[config.mk]
export PLATFORM = sky130hd
export DESIGN_NAME = tilt_filter_wave_control
export DESIGN_NICKNAME = d
export VERILOG_FILES = /design/src/sv/tfwc_pkg.sv /design/src/sv/tfwc_ram.sv /design/src/sv/tilt_filter_wave_control.sv
export VERILOG_INCLUDE_DIRS = /design/src /design/src/sv
export SDC_FILE = /design/constraint.sdc
export NUM_CORES = 1
export LEC_CHECK = 0
export ABC_AREA = 1
export BUFFER_PORTS_ARGS = -buffer_cell sky130_fd_sc_hd__buf_2
export CAP_MARGIN = 10
export CORE_ASPECT_RATIO = 0.75
export CORE_MARGIN = 5
export CORE_UTILIZATION = 30
export CTS_CLUSTER_SIZE = 16
export DETAILED_ROUTE_END_ITERATION = 10
export MAX_ROUTING_LAYER = met4
export PLACE_DENSITY = 0.46
export SLEW_MARGIN = 20
export SYNTH_ARGS = -nofsm -noshare
export SYNTH_HDL_FRONTEND = slang
export SYNTH_SLANG_ARGS = --single-unit
[constraint.sdc]
create_clock -name i_clk -period 3.9 [get_ports i_clk]
set_clock_uncertainty 0.2 [all_clocks]
set_input_delay 0.39 -clock i_clk [delete_from_list [all_inputs] [get_ports i_clk]]
set_output_delay 0.39 -clock i_clk [all_outputs]
set_load 0.1 [all_outputs]
[src/sv/assert_macros.svh]
// Assertion helpers shared by the RTL that checks itself.
`ifndef ASSERT_MACROS_SVH
`define ASSERT_MACROS_SVH

// Property checked at every rising clock edge outside reset.
`define ASSERT_CLK(label, clk, rst_n, prop, msg) \
    label: assert property (@(posedge clk) disable iff (!rst_n) (prop)) else $error(msg);

// Condition that must never be seen outside reset.
`define ASSERT_NEVER(label, clk, rst_n, cond, msg) \
    label: assert property (@(posedge clk) disable iff (!rst_n) !(cond)) else $error(msg);

`endif

[src/sv/tfwc_pkg.sv]
`timescale 1ns / 1ps

package tfwc_pkg;

    localparam int WINDOW_DEF = 4;
    localparam int SMP_W      = 16;
    localparam int TH_W       = 15;
    localparam int WAVE_W     = 3;
    localparam int FREQ_W     = 15;

    localparam logic [TH_W-1:0] TILT_RST  = 15'd600;
    localparam logic [TH_W-1:0] LEVEL_RST = 15'd200;

    localparam logic [WAVE_W-1:0] WAVE_MIN = 3'd1;
    localparam logic [WAVE_W-1:0] WAVE_MAX = 3'd5;

    localparam logic [FREQ_W-1:0] FREQ_RST  = 15'd100;
    localparam logic [FREQ_W:0]   FREQ_MAX  = 16'd32767;
    localparam logic [FREQ_W:0]   FREQ_1000 = 16'd1000;
    localparam logic [FREQ_W:0]   FREQ_100  = 16'd100;
    localparam logic [FREQ_W:0]   FREQ_10   = 16'd10;
    localparam logic [FREQ_W:0]   FREQ_1    = 16'd1;

    localparam logic REG_TILT  = 1'b0;
    localparam logic REG_LEVEL = 1'b1;

    typedef enum logic [1:0] {
        ZONE_NONE  = 2'd0,
        ZONE_POS   = 2'd1,
        ZONE_NEG   = 2'd2,
        ZONE_LEVEL = 2'd3
    } t_zone;

    typedef struct packed {
        logic                    axis_sel;
        logic signed [SMP_W-1:0] sample_value;
    } t_in_item;

    typedef struct packed {
        logic                    out_axis;
        logic signed [SMP_W-1:0] filtered_value;
        logic [1:0]              zone_code;
        logic [WAVE_W-1:0]       wave_select;
        logic [FREQ_W-1:0]       frequency_setting;
    } t_out_item;

endpackage

[src/sv/tfwc_ram.sv]
`timescale 1ns / 1ps

module tfwc_ram #(
    parameter int DATA_W = 16,
    parameter int DEPTH = 8,
    localparam int ADDR_W = $clog2(DEPTH)
) (
    input  logic              i_clk,
    input  logic              i_we,
    input  logic [ADDR_W-1:0] i_waddr,
    input  logic [DATA_W-1:0] i_wdata,
    input  logic [ADDR_W-1:0] i_raddr,
    output logic [DATA_W-1:0] o_rdata
);

    logic [DATA_W-1:0] r_mem [DEPTH];
    logic [DATA_W-1:0] r_rdata;

    always_ff @(posedge i_clk) begin
        if (i_we) begin
            r_mem[i_waddr] <= i_wdata;
        end
        r_rdata <= r_mem[i_raddr];
    end

    assign o_rdata = r_rdata;

endmodule

[src/sv/tilt_filter_wave_control.sv]
`timescale 1ns / 1ps
`include "assert_macros.svh"

// Tilt filter and wave control. Each input transaction carries one signed sample for the x or
// y axis; it is written into that axis' window of WINDOW entries, held in a small RAM, and the
// block returns one output transaction with the trimmed mean of the window (sum less minimum and
// maximum, divided by WINDOW-2, truncated toward zero), the axis zone after hysteresis, and the
// wave and frequency settings after any step that a zone change causes. The window is read back
// through the single RAM read port one entry per cycle, followed by a reciprocal divide in the
// trim, multiply and correct steps and then the zone update; the next item is accepted only
// after that. A finished result waits in an output register, so the next sample is accepted
// while it is still stalled. Both windows read as zero after reset through per-entry valid
// flags; there is no clearing pass. The thresholds are written through the APB port at byte
// addresses 0 and 4 while the block is idle; the user must ensure this, it is not enforced.
module tilt_filter_wave_control #(
    parameter int WINDOW = tfwc_pkg::WINDOW_DEF
) (
    input  logic                i_clk,
    input  logic                i_rst_n,
    input  logic                i_in_valid,
    output logic                o_in_stall,
    input  tfwc_pkg::t_in_item  i_in_data,
    output logic                o_out_valid,
    input  logic                i_out_stall,
    output tfwc_pkg::t_out_item o_out_data,
    input  logic                psel,
    input  logic                penable,
    input  logic                pwrite,
    input  logic [2:0]          paddr,
    input  logic [31:0]         pwdata,
    output logic [31:0]         prdata,
    output logic                pready
);

    localparam int SMP_W  = tfwc_pkg::SMP_W;
    localparam int DEPTH  = 2 * WINDOW;
    localparam int ADDR_W = $clog2(DEPTH);
    localparam int IDX_W  = $clog2(WINDOW);
    localparam int ACC_W  = SMP_W + 1 + $clog2(WINDOW);
    localparam int MAG_W  = SMP_W + $clog2(WINDOW - 2);
    localparam int K      = MAG_W;
    localparam int RCP_W  = K + 1;
    localparam int PROD_W = MAG_W + RCP_W;
    localparam int Q_W    = PROD_W - K;

    localparam logic [RCP_W-1:0] RECIP = RCP_W'((64'd1 << K) / (WINDOW - 2));
    localparam logic [Q_W-1:0]   DIVC  = Q_W'(WINDOW - 2);
    localparam logic [IDX_W-1:0] IDX_LAST = IDX_W'(WINDOW - 1);

    typedef enum logic [6:0] {
        S_IDLE = 7'b0000001,
        S_READ = 7'b0000010,
        S_LAST = 7'b0000100,
        S_TRIM = 7'b0001000,
        S_MUL  = 7'b0010000,
        S_CORR = 7'b0100000,
        S_ZONE = 7'b1000000
    } t_state;

    t_state r_state, n_state;

    logic [tfwc_pkg::TH_W-1:0] r_tilt, r_level;
    logic [IDX_W-1:0]          r_pos [2];
    logic [DEPTH-1:0]          r_vld;
    tfwc_pkg::t_zone           r_zone [2];
    logic [tfwc_pkg::WAVE_W-1:0] r_wave;
    logic [tfwc_pkg::FREQ_W-1:0] r_freq;

    logic                    r_axis;
    logic [IDX_W-1:0]        r_idx;
    logic                    r_rd_vld, r_first, r_rd_ok;
    logic signed [ACC_W-1:0] r_sum, r_min, r_max;
    logic [MAG_W-1:0]        r_mag;
    logic                    r_neg;
    logic [PROD_W-1:0]       r_prod;
    logic signed [SMP_W-1:0] r_filt;

    logic                r_out_valid;
    tfwc_pkg::t_out_item r_out_data;

    logic              in_acc, out_free, out_load, wave_bad;
    logic [ADDR_W-1:0] waddr, raddr, rbase;
    logic [SMP_W-1:0]  rdata;
    logic signed [ACC_W-1:0] rd_val, trim;
    logic [Q_W-1:0]    q_est, q_fix, qd, rem;
    tfwc_pkg::t_zone   zone_prev, nz;
    logic signed [SMP_W:0] filt_e, tilt_e, level_e;
    logic [tfwc_pkg::WAVE_W-1:0] n_wave;
    logic [tfwc_pkg::FREQ_W:0]   f_cur, f_new;
    logic [tfwc_pkg::FREQ_W-1:0] n_freq;

    assign in_acc     = i_in_valid && (r_state == S_IDLE);
    assign o_in_stall = (r_state != S_IDLE);
    assign out_free   = !r_out_valid || !i_out_stall;
    assign out_load   = (r_state == S_ZONE) && out_free;
    assign wave_bad   = (r_wave < tfwc_pkg::WAVE_MIN) || (r_wave > tfwc_pkg::WAVE_MAX);

    assign waddr = (i_in_data.axis_sel ? ADDR_W'(WINDOW) : '0)
                   + ADDR_W'(r_pos[i_in_data.axis_sel]);
    assign rbase = r_axis ? ADDR_W'(WINDOW) : '0;
    assign raddr = rbase + ADDR_W'(r_idx);

    tfwc_ram #(
        .DATA_W (SMP_W),
        .DEPTH  (DEPTH)
    ) u_window_ram (
        .i_clk   (i_clk),
        .i_we    (in_acc),
        .i_waddr (waddr),
        .i_wdata (i_in_data.sample_value),
        .i_raddr (raddr),
        .o_rdata (rdata)
    );

    always_comb begin
        n_state = r_state;
        case (r_state)
            S_IDLE: if (in_acc) n_state = S_READ;
            S_READ: if (r_idx == IDX_LAST) n_state = S_LAST;
            S_LAST: n_state = S_TRIM;
            S_TRIM: n_state = S_MUL;
            S_MUL:  n_state = S_CORR;
            S_CORR: n_state = S_ZONE;
            S_ZONE: if (out_free) n_state = S_IDLE;
            default: n_state = S_IDLE;
        endcase
    end

    always_comb begin
        rd_val = r_rd_ok ? ACC_W'($signed(rdata)) : '0;
        trim   = r_sum - r_min - r_max;
        q_est  = r_prod[PROD_W-1:K];
        qd     = Q_W'(q_est * DIVC);
        rem    = Q_W'(r_mag) - qd;
        q_fix  = (rem >= DIVC) ? q_est + Q_W'(1) : q_est;
    end

    always_comb begin
        zone_prev = r_zone[r_axis];
        filt_e    = (SMP_W + 1)'(r_filt);
        tilt_e    = $signed({2'b00, r_tilt});
        level_e   = $signed({2'b00, r_level});
        if (filt_e > tilt_e) begin
            nz = tfwc_pkg::ZONE_POS;
        end else if (filt_e < -tilt_e) begin
            nz = tfwc_pkg::ZONE_NEG;
        end else if (filt_e > -level_e && filt_e < level_e) begin
            nz = tfwc_pkg::ZONE_LEVEL;
        end else begin
            nz = zone_prev;
        end

        n_wave = r_wave;
        f_cur  = {1'b0, r_freq};
        f_new  = f_cur;
        if (nz != zone_prev) begin
            if (!r_axis) begin
                if (nz == tfwc_pkg::ZONE_POS && r_wave < tfwc_pkg::WAVE_MAX) begin
                    n_wave = r_wave + 3'd1;
                end else if (nz == tfwc_pkg::ZONE_NEG && r_wave > tfwc_pkg::WAVE_MIN) begin
                    n_wave = r_wave - 3'd1;
                end
            end else if (nz == tfwc_pkg::ZONE_POS) begin
                if (f_cur > tfwc_pkg::FREQ_1000) begin
                    f_new = f_cur + tfwc_pkg::FREQ_1000;
                end else if (f_cur >= tfwc_pkg::FREQ_100) begin
                    f_new = f_cur + tfwc_pkg::FREQ_100;
                end else if (f_cur >= tfwc_pkg::FREQ_10) begin
                    f_new = f_cur + tfwc_pkg::FREQ_10;
                end else if (f_cur >= tfwc_pkg::FREQ_1) begin
                    f_new = f_cur + tfwc_pkg::FREQ_1;
                end
                if (f_new > tfwc_pkg::FREQ_MAX) begin
                    f_new = tfwc_pkg::FREQ_MAX;
                end
                if (f_new < tfwc_pkg::FREQ_1) begin
                    f_new = tfwc_pkg::FREQ_1;
                end
            end else if (nz == tfwc_pkg::ZONE_NEG) begin
                if (f_cur > tfwc_pkg::FREQ_1000) begin
                    f_new = f_cur - tfwc_pkg::FREQ_1000;
                end else if (f_cur > tfwc_pkg::FREQ_100) begin
                    f_new = f_cur - tfwc_pkg::FREQ_100;
                end else if (f_cur > tfwc_pkg::FREQ_10) begin
                    f_new = f_cur - tfwc_pkg::FREQ_10;
                end else if (f_cur > tfwc_pkg::FREQ_1) begin
                    f_new = f_cur - tfwc_pkg::FREQ_1;
                end else begin
                    f_new = tfwc_pkg::FREQ_1;
                end
            end
        end
        n_freq = f_new[tfwc_pkg::FREQ_W-1:0];
    end

    always_ff @(posedge i_clk) begin
        if (!i_rst_n) begin
            r_state     <= S_IDLE;
            r_tilt      <= tfwc_pkg::TILT_RST;
            r_level     <= tfwc_pkg::LEVEL_RST;
            r_pos[0]    <= '0;
            r_pos[1]    <= '0;
            r_vld       <= '0;
            r_zone[0]   <= tfwc_pkg::ZONE_NONE;
            r_zone[1]   <= tfwc_pkg::ZONE_NONE;
            r_wave      <= tfwc_pkg::WAVE_MIN;
            r_freq      <= tfwc_pkg::FREQ_RST;
            r_rd_vld    <= 1'b0;
            r_first     <= 1'b0;
            r_out_valid <= 1'b0;
        end else begin
            r_state  <= n_state;
            r_rd_vld <= (r_state == S_READ);
            r_first  <= (r_state == S_READ) && (r_idx == '0);

            if (psel && penable && pwrite) begin
                case (paddr[2])
                    tfwc_pkg::REG_TILT:  r_tilt  <= pwdata[tfwc_pkg::TH_W-1:0];
                    tfwc_pkg::REG_LEVEL: r_level <= pwdata[tfwc_pkg::TH_W-1:0];
                    default: ;
                endcase
            end

            if (in_acc) begin
                r_vld[waddr] <= 1'b1;
                r_pos[i_in_data.axis_sel] <= (r_pos[i_in_data.axis_sel] == IDX_LAST)
                    ? '0 : r_pos[i_in_data.axis_sel] + IDX_W'(1);
            end

            if (r_out_valid && !i_out_stall) begin
                r_out_valid <= 1'b0;
            end
            if (out_load) begin
                r_zone[r_axis] <= nz;
                r_wave         <= n_wave;
                r_freq         <= n_freq;
                r_out_valid    <= 1'b1;
            end
        end
    end

    always_ff @(posedge i_clk) begin
        if (in_acc) begin
            r_axis <= i_in_data.axis_sel;
            r_idx  <= '0;
        end else if (r_state == S_READ) begin
            r_idx <= r_idx + IDX_W'(1);
        end
        r_rd_ok <= r_vld[raddr];

        if (r_rd_vld) begin
            if (r_first) begin
                r_sum <= rd_val;
                r_min <= rd_val;
                r_max <= rd_val;
            end else begin
                r_sum <= r_sum + rd_val;
                if (rd_val < r_min) r_min <= rd_val;
                if (rd_val > r_max) r_max <= rd_val;
            end
        end

        if (r_state == S_TRIM) begin
            r_neg <= trim[ACC_W-1];
            r_mag <= trim[ACC_W-1] ? MAG_W'(-trim) : MAG_W'(trim);
        end
        if (r_state == S_MUL) begin
            r_prod <= PROD_W'(r_mag) * PROD_W'(RECIP);
        end
        if (r_state == S_CORR) begin
            r_filt <= r_neg ? SMP_W'(-q_fix) : SMP_W'(q_fix);
        end

        if (out_load) begin
            r_out_data.out_axis          <= r_axis;
            r_out_data.filtered_value    <= r_filt;
            r_out_data.zone_code         <= nz;
            r_out_data.wave_select       <= n_wave;
            r_out_data.frequency_setting <= n_freq;
        end
    end

    always_comb begin
        case (paddr[2])
            tfwc_pkg::REG_TILT:  prdata = {17'd0, r_tilt};
            tfwc_pkg::REG_LEVEL: prdata = {17'd0, r_level};
            default:             prdata = '0;
        endcase
    end

    assign pready      = 1'b1;
    assign o_out_valid = r_out_valid;
    assign o_out_data  = r_out_data;

    `ASSERT_CLK(a_accept_blocks, i_clk, i_rst_n, in_acc |=> o_in_stall, "accept while busy")
    `ASSERT_CLK(a_zone_delivers, i_clk, i_rst_n, out_load |=> r_out_valid, "result lost")
    `ASSERT_NEVER(a_set_range, i_clk, i_rst_n, r_freq == '0 || wave_bad, "setting out of range")

endmodule

==> flow_summary.toml <==
[outcome]
status = "finished with violations"
violations = "negative setup slack"

[timing]
grt_setup_unrepaired = "true"
fmax_mhz = 244
hold_violations = 0
setup-violations-final = 35
report.final.slew_viol_count = 0
finalSetupTns_ns = -5.28
fin_crit_sh_pct = 105
slew_headroom_pct = 44.8
fin_crit_ns = 4.09
finalWorstSetupSlack_ns = -0.193
tightest_slew_ns = 0.827

[pwr]
power_density_nw_per_um2 = 420
p_leak_nw = 12.1
peakVddDrop_uv = 333

[detailed_routing]
vias_per_cell = 4.78
ant_nets = 0
route.detailed.drc = 0
drtIter0Drc = 1186
postRouteWirelength_um = 68200
vias = 19300
drt-pass1-iter-count = 5
wl_per_cell_um = 16.9

[grt]
grt_pass1_wl_um = 106000
antenna_found_initial = 4
grt.overflow.total = 0
grt_max_degree = 72
grt_use_total_pct = 16.6
first_global_vias = 18500

[floorplanning]
fp.dieArea_um2 = 81800
ios = 131
die_w_um = 329
fp.dieH_um = 249
initial_utilization_pct = 30.3
core_um2 = 75300
core.rowCount = 87

[setup_path]
crit_path_end_kind = "register"
path_common_cell = "nand2_2"
r2r-start = "r_tilt[0]"
start_kind = "register"
path_delay_family = "simple AND/OR/NAND/NOR gates"
cp_num_buf_inv = 6
reg2regPathDepth = 30
r2r_slack_ns = -0.19
worst_path_max_delay_cell = "dfxtp_2"
worst_ep_arrival_time_ns = 4.37
path_max_fanout = 7
r2r-end = "r_freq[13]"
critPathMaxStageDelay_ns = 0.33
worstSetupPathType = "reg -> reg"
cp.required_ns = 4.18

[synthesis]
yosys_warnings = 0
ys_ff_latch = 360
synth_xor_area_share_pct = 4.87
netlist_instances = 2709
synth_cell_types = 56
synth_edf_count = 274
synth_top_family_by_area = "simple AND/OR/NAND/NOR gates"
synth_compound_area_share_pct = 11.4
ys_seq_area_share_pct = 43.6
synthArstFlopShare_pct = 0
syn_area_um2 = 22800
synth_simple_gate_area_share_pct = 21.1
synth_ff_type = "edfxtp_1"
synth.avg_cell_area_um2 = 8.43
post_synth_mux_area_share_pct = 0.0438
synthAdderAreaFrac_pct = 11.3

[min_path]
min_path_type = "in -> reg"
hold_path_end = "r_tilt[4]"
min_path_cells = 4
min_from = "penable"

[placed_design]
io_buffers = 93
dpl.cell_count = 3885
gp_congestion = 0.924
dp_hpwl_um = 49900

[final_layout]
seqCellArea_um2 = 9960
syn_to_final_growth_pct = 21.5
layout.nets = 3225
final_cells = 4031
multi_input_area_um2 = 11700
fillers = 7746
layout-drive-gt1-share_pct = 16.7

[clocking]
htreeDepth = 2
cts_tree = "yes"
clk_latency_ns = 0.58
cts.path.max_buffers = 3
numCtsBuffers = 41
clock_sinks = 360
path_clk_slew_ns = 0.06
cts_root_buf = "clkbuf_16"

[flow_run]
cap_violations = 0
==> synthesized netlist by cell type (3+ instances only) <==
cell type,n,area (um^2)
o21ai_0,215,1080
buf_6,4,45.0
o31ai_1,6,45.0
fa_1,20,400
o21ai_1,12,60.1
nand2_1,550,2060
a21oi_1,166,831
nand3_1,112,561
nor3_1,40,200
ha_1,175,2190
inv_1,323,1210
o21bai_1,4,30.0
nor3b_1,3,22.5
buf_4,21,158
nand2_4,5,56.3
or2_2,5,31.3
xor2_1,105,920
a31oi_1,20,125
clkinv_1,7,26.3
o221ai_1,3,26.3
inv_2,5,18.8
nor2_2,5,31.3
nand3_2,5,50.1
clkbuf_1,53,199
buf_2,11,55.1
dfxtp_1,86,1720
and2_1,3,18.8
nand2_2,24,150
a211oi_1,6,45.0
edfxtp_1,274,8230
a21o_1,5,37.5
o211ai_1,7,52.6
o22ai_1,20,125
nor2_1,276,1040
nand4_1,59,369
o21a_1,10,75.1
xnor2_1,22,193
nor4_1,10,62.6
nor2_4,3,33.8
nand3b_1,7,52.6
==> layout by cell type (no fill, tap or decap), types with 20 or more instances in the layout <==
cell	count
nand2_1	514
nor2_1	267
xor2_1	104
o22ai_1	20
a31oi_1	20
buf_4	159
nor3_1	28
dlygate4sd3_1	34
nand4_1	59
edfxtp_1	274
buf_2	93
clkbuf_16	42
ha_1	169
xnor2_1	22
nand2_2	54
o21ai_0	204
inv_1	309
dfxtp_1	81
nand3_1	96
a21oi_1	160
==> cell type report <==
cell class,count,share of cell area (%)
tap,1023,4.61
sequential,360,35.9
timing repair buffer,293,7.64
clock inverter,19,0.866
clock buffer,57,4.17
timing repair inverter,2,0.0541
antenna,4,0.0361
inverter,335,4.57
multi-input combinational,1938,42.2
==> kinds of logic after synthesis <==
kind of cell	count (synthesis)
fa+ha+maj	195
xor+xnor	127
flops	360
buf+inv	428
compound gates	483
other cells	2
simple gates	1113
mux	1
==> through the flow <==
| step | cell area (um^2) | hold WS, ns | power (mW) | setup slack [ns] | util [%] |
|---|---|---|---|---|---|
| CTS | 27300 | 0.0649 | 11.8 | -0.173 | 36.2 |
| detailed placement | 25300 | 0.239 | 7.59 | -0.442 | 33.6 |
| global placement | 25300 | 0.235 | 7.55 | -0.354 | 33.6 |
| floorplan | 22900 | 0.226 | 6.72 | -0.239 | - |
| finish | 27700 | 0.136 | 11.6 | -0.193 | 36.8 |
| global route | 27700 | 0.166 | 12.4 | -0.488 | 36.8 |
==> tightest hold or removal path, cell delays in order <==
cell,delay (ns)
buf_2,0.11
nand3_1,0.06
nor2_1,0.13
o21ai_0,0.18
==> flip-flops by register name (all words and copies together), names as in the netlist, 15 cells and up, named ones only <==
register and flops:
r_level 15, r_sum 19, r_mag 16, o_out_data 37
r_min 16, r_prod 16, r_freq 15, r_tilt 15
u_window_ram.o_rdata 16, r_filt 16, u_window_ram.r_mem 128, r_max 16
==> routing by layer <==
| layer | up-vias | GRT usage [%] | routed length [um] |
|---|---|---|---|
| li1 | 9629 | - | - |
| met3 | 71 | 2.72 | 3670 |
| met2 | 428 | 23.3 | 27700 |
| met1 | 9127 | 25.0 | 35600 |
| met5 | - | - | 0 |
| met4 | 0 | 3.32 | 1170 |
==> worst max-delay path by stage <==
stage / end / start / cells after the start
final: r_freq[13] / r_tilt[0] / 30
after global routing: r_freq[13] / r_level[0] / 28
after CTS: r_freq[3] / r_level[1] / 28
after detailed placement: r_freq[14] / r_level[1] / 27
after global placement: r_freq[12] / r_tilt[0] / 30
after floorplan: u_window_ram.r_mem[5][0] / r_state[6] / 7
==> repair_timing <==
action                                 in CTS  in global routing
pin swaps                                  23                 39
setup endpoints to repair                  36                 62
resized for setup                          43                100
hold buffers                               34                  0
cloned                                      1                  3
buffers inserted                           14                 14
endpoints found under the hold margin     162                  0
==> power by group <==
group          switching (mW)  internal (mW)
logic                    2.04           1.03
clock network            1.66           2.37
registers              0.0976           4.45
No activity file was read; power rests on OpenSTA's default activity.
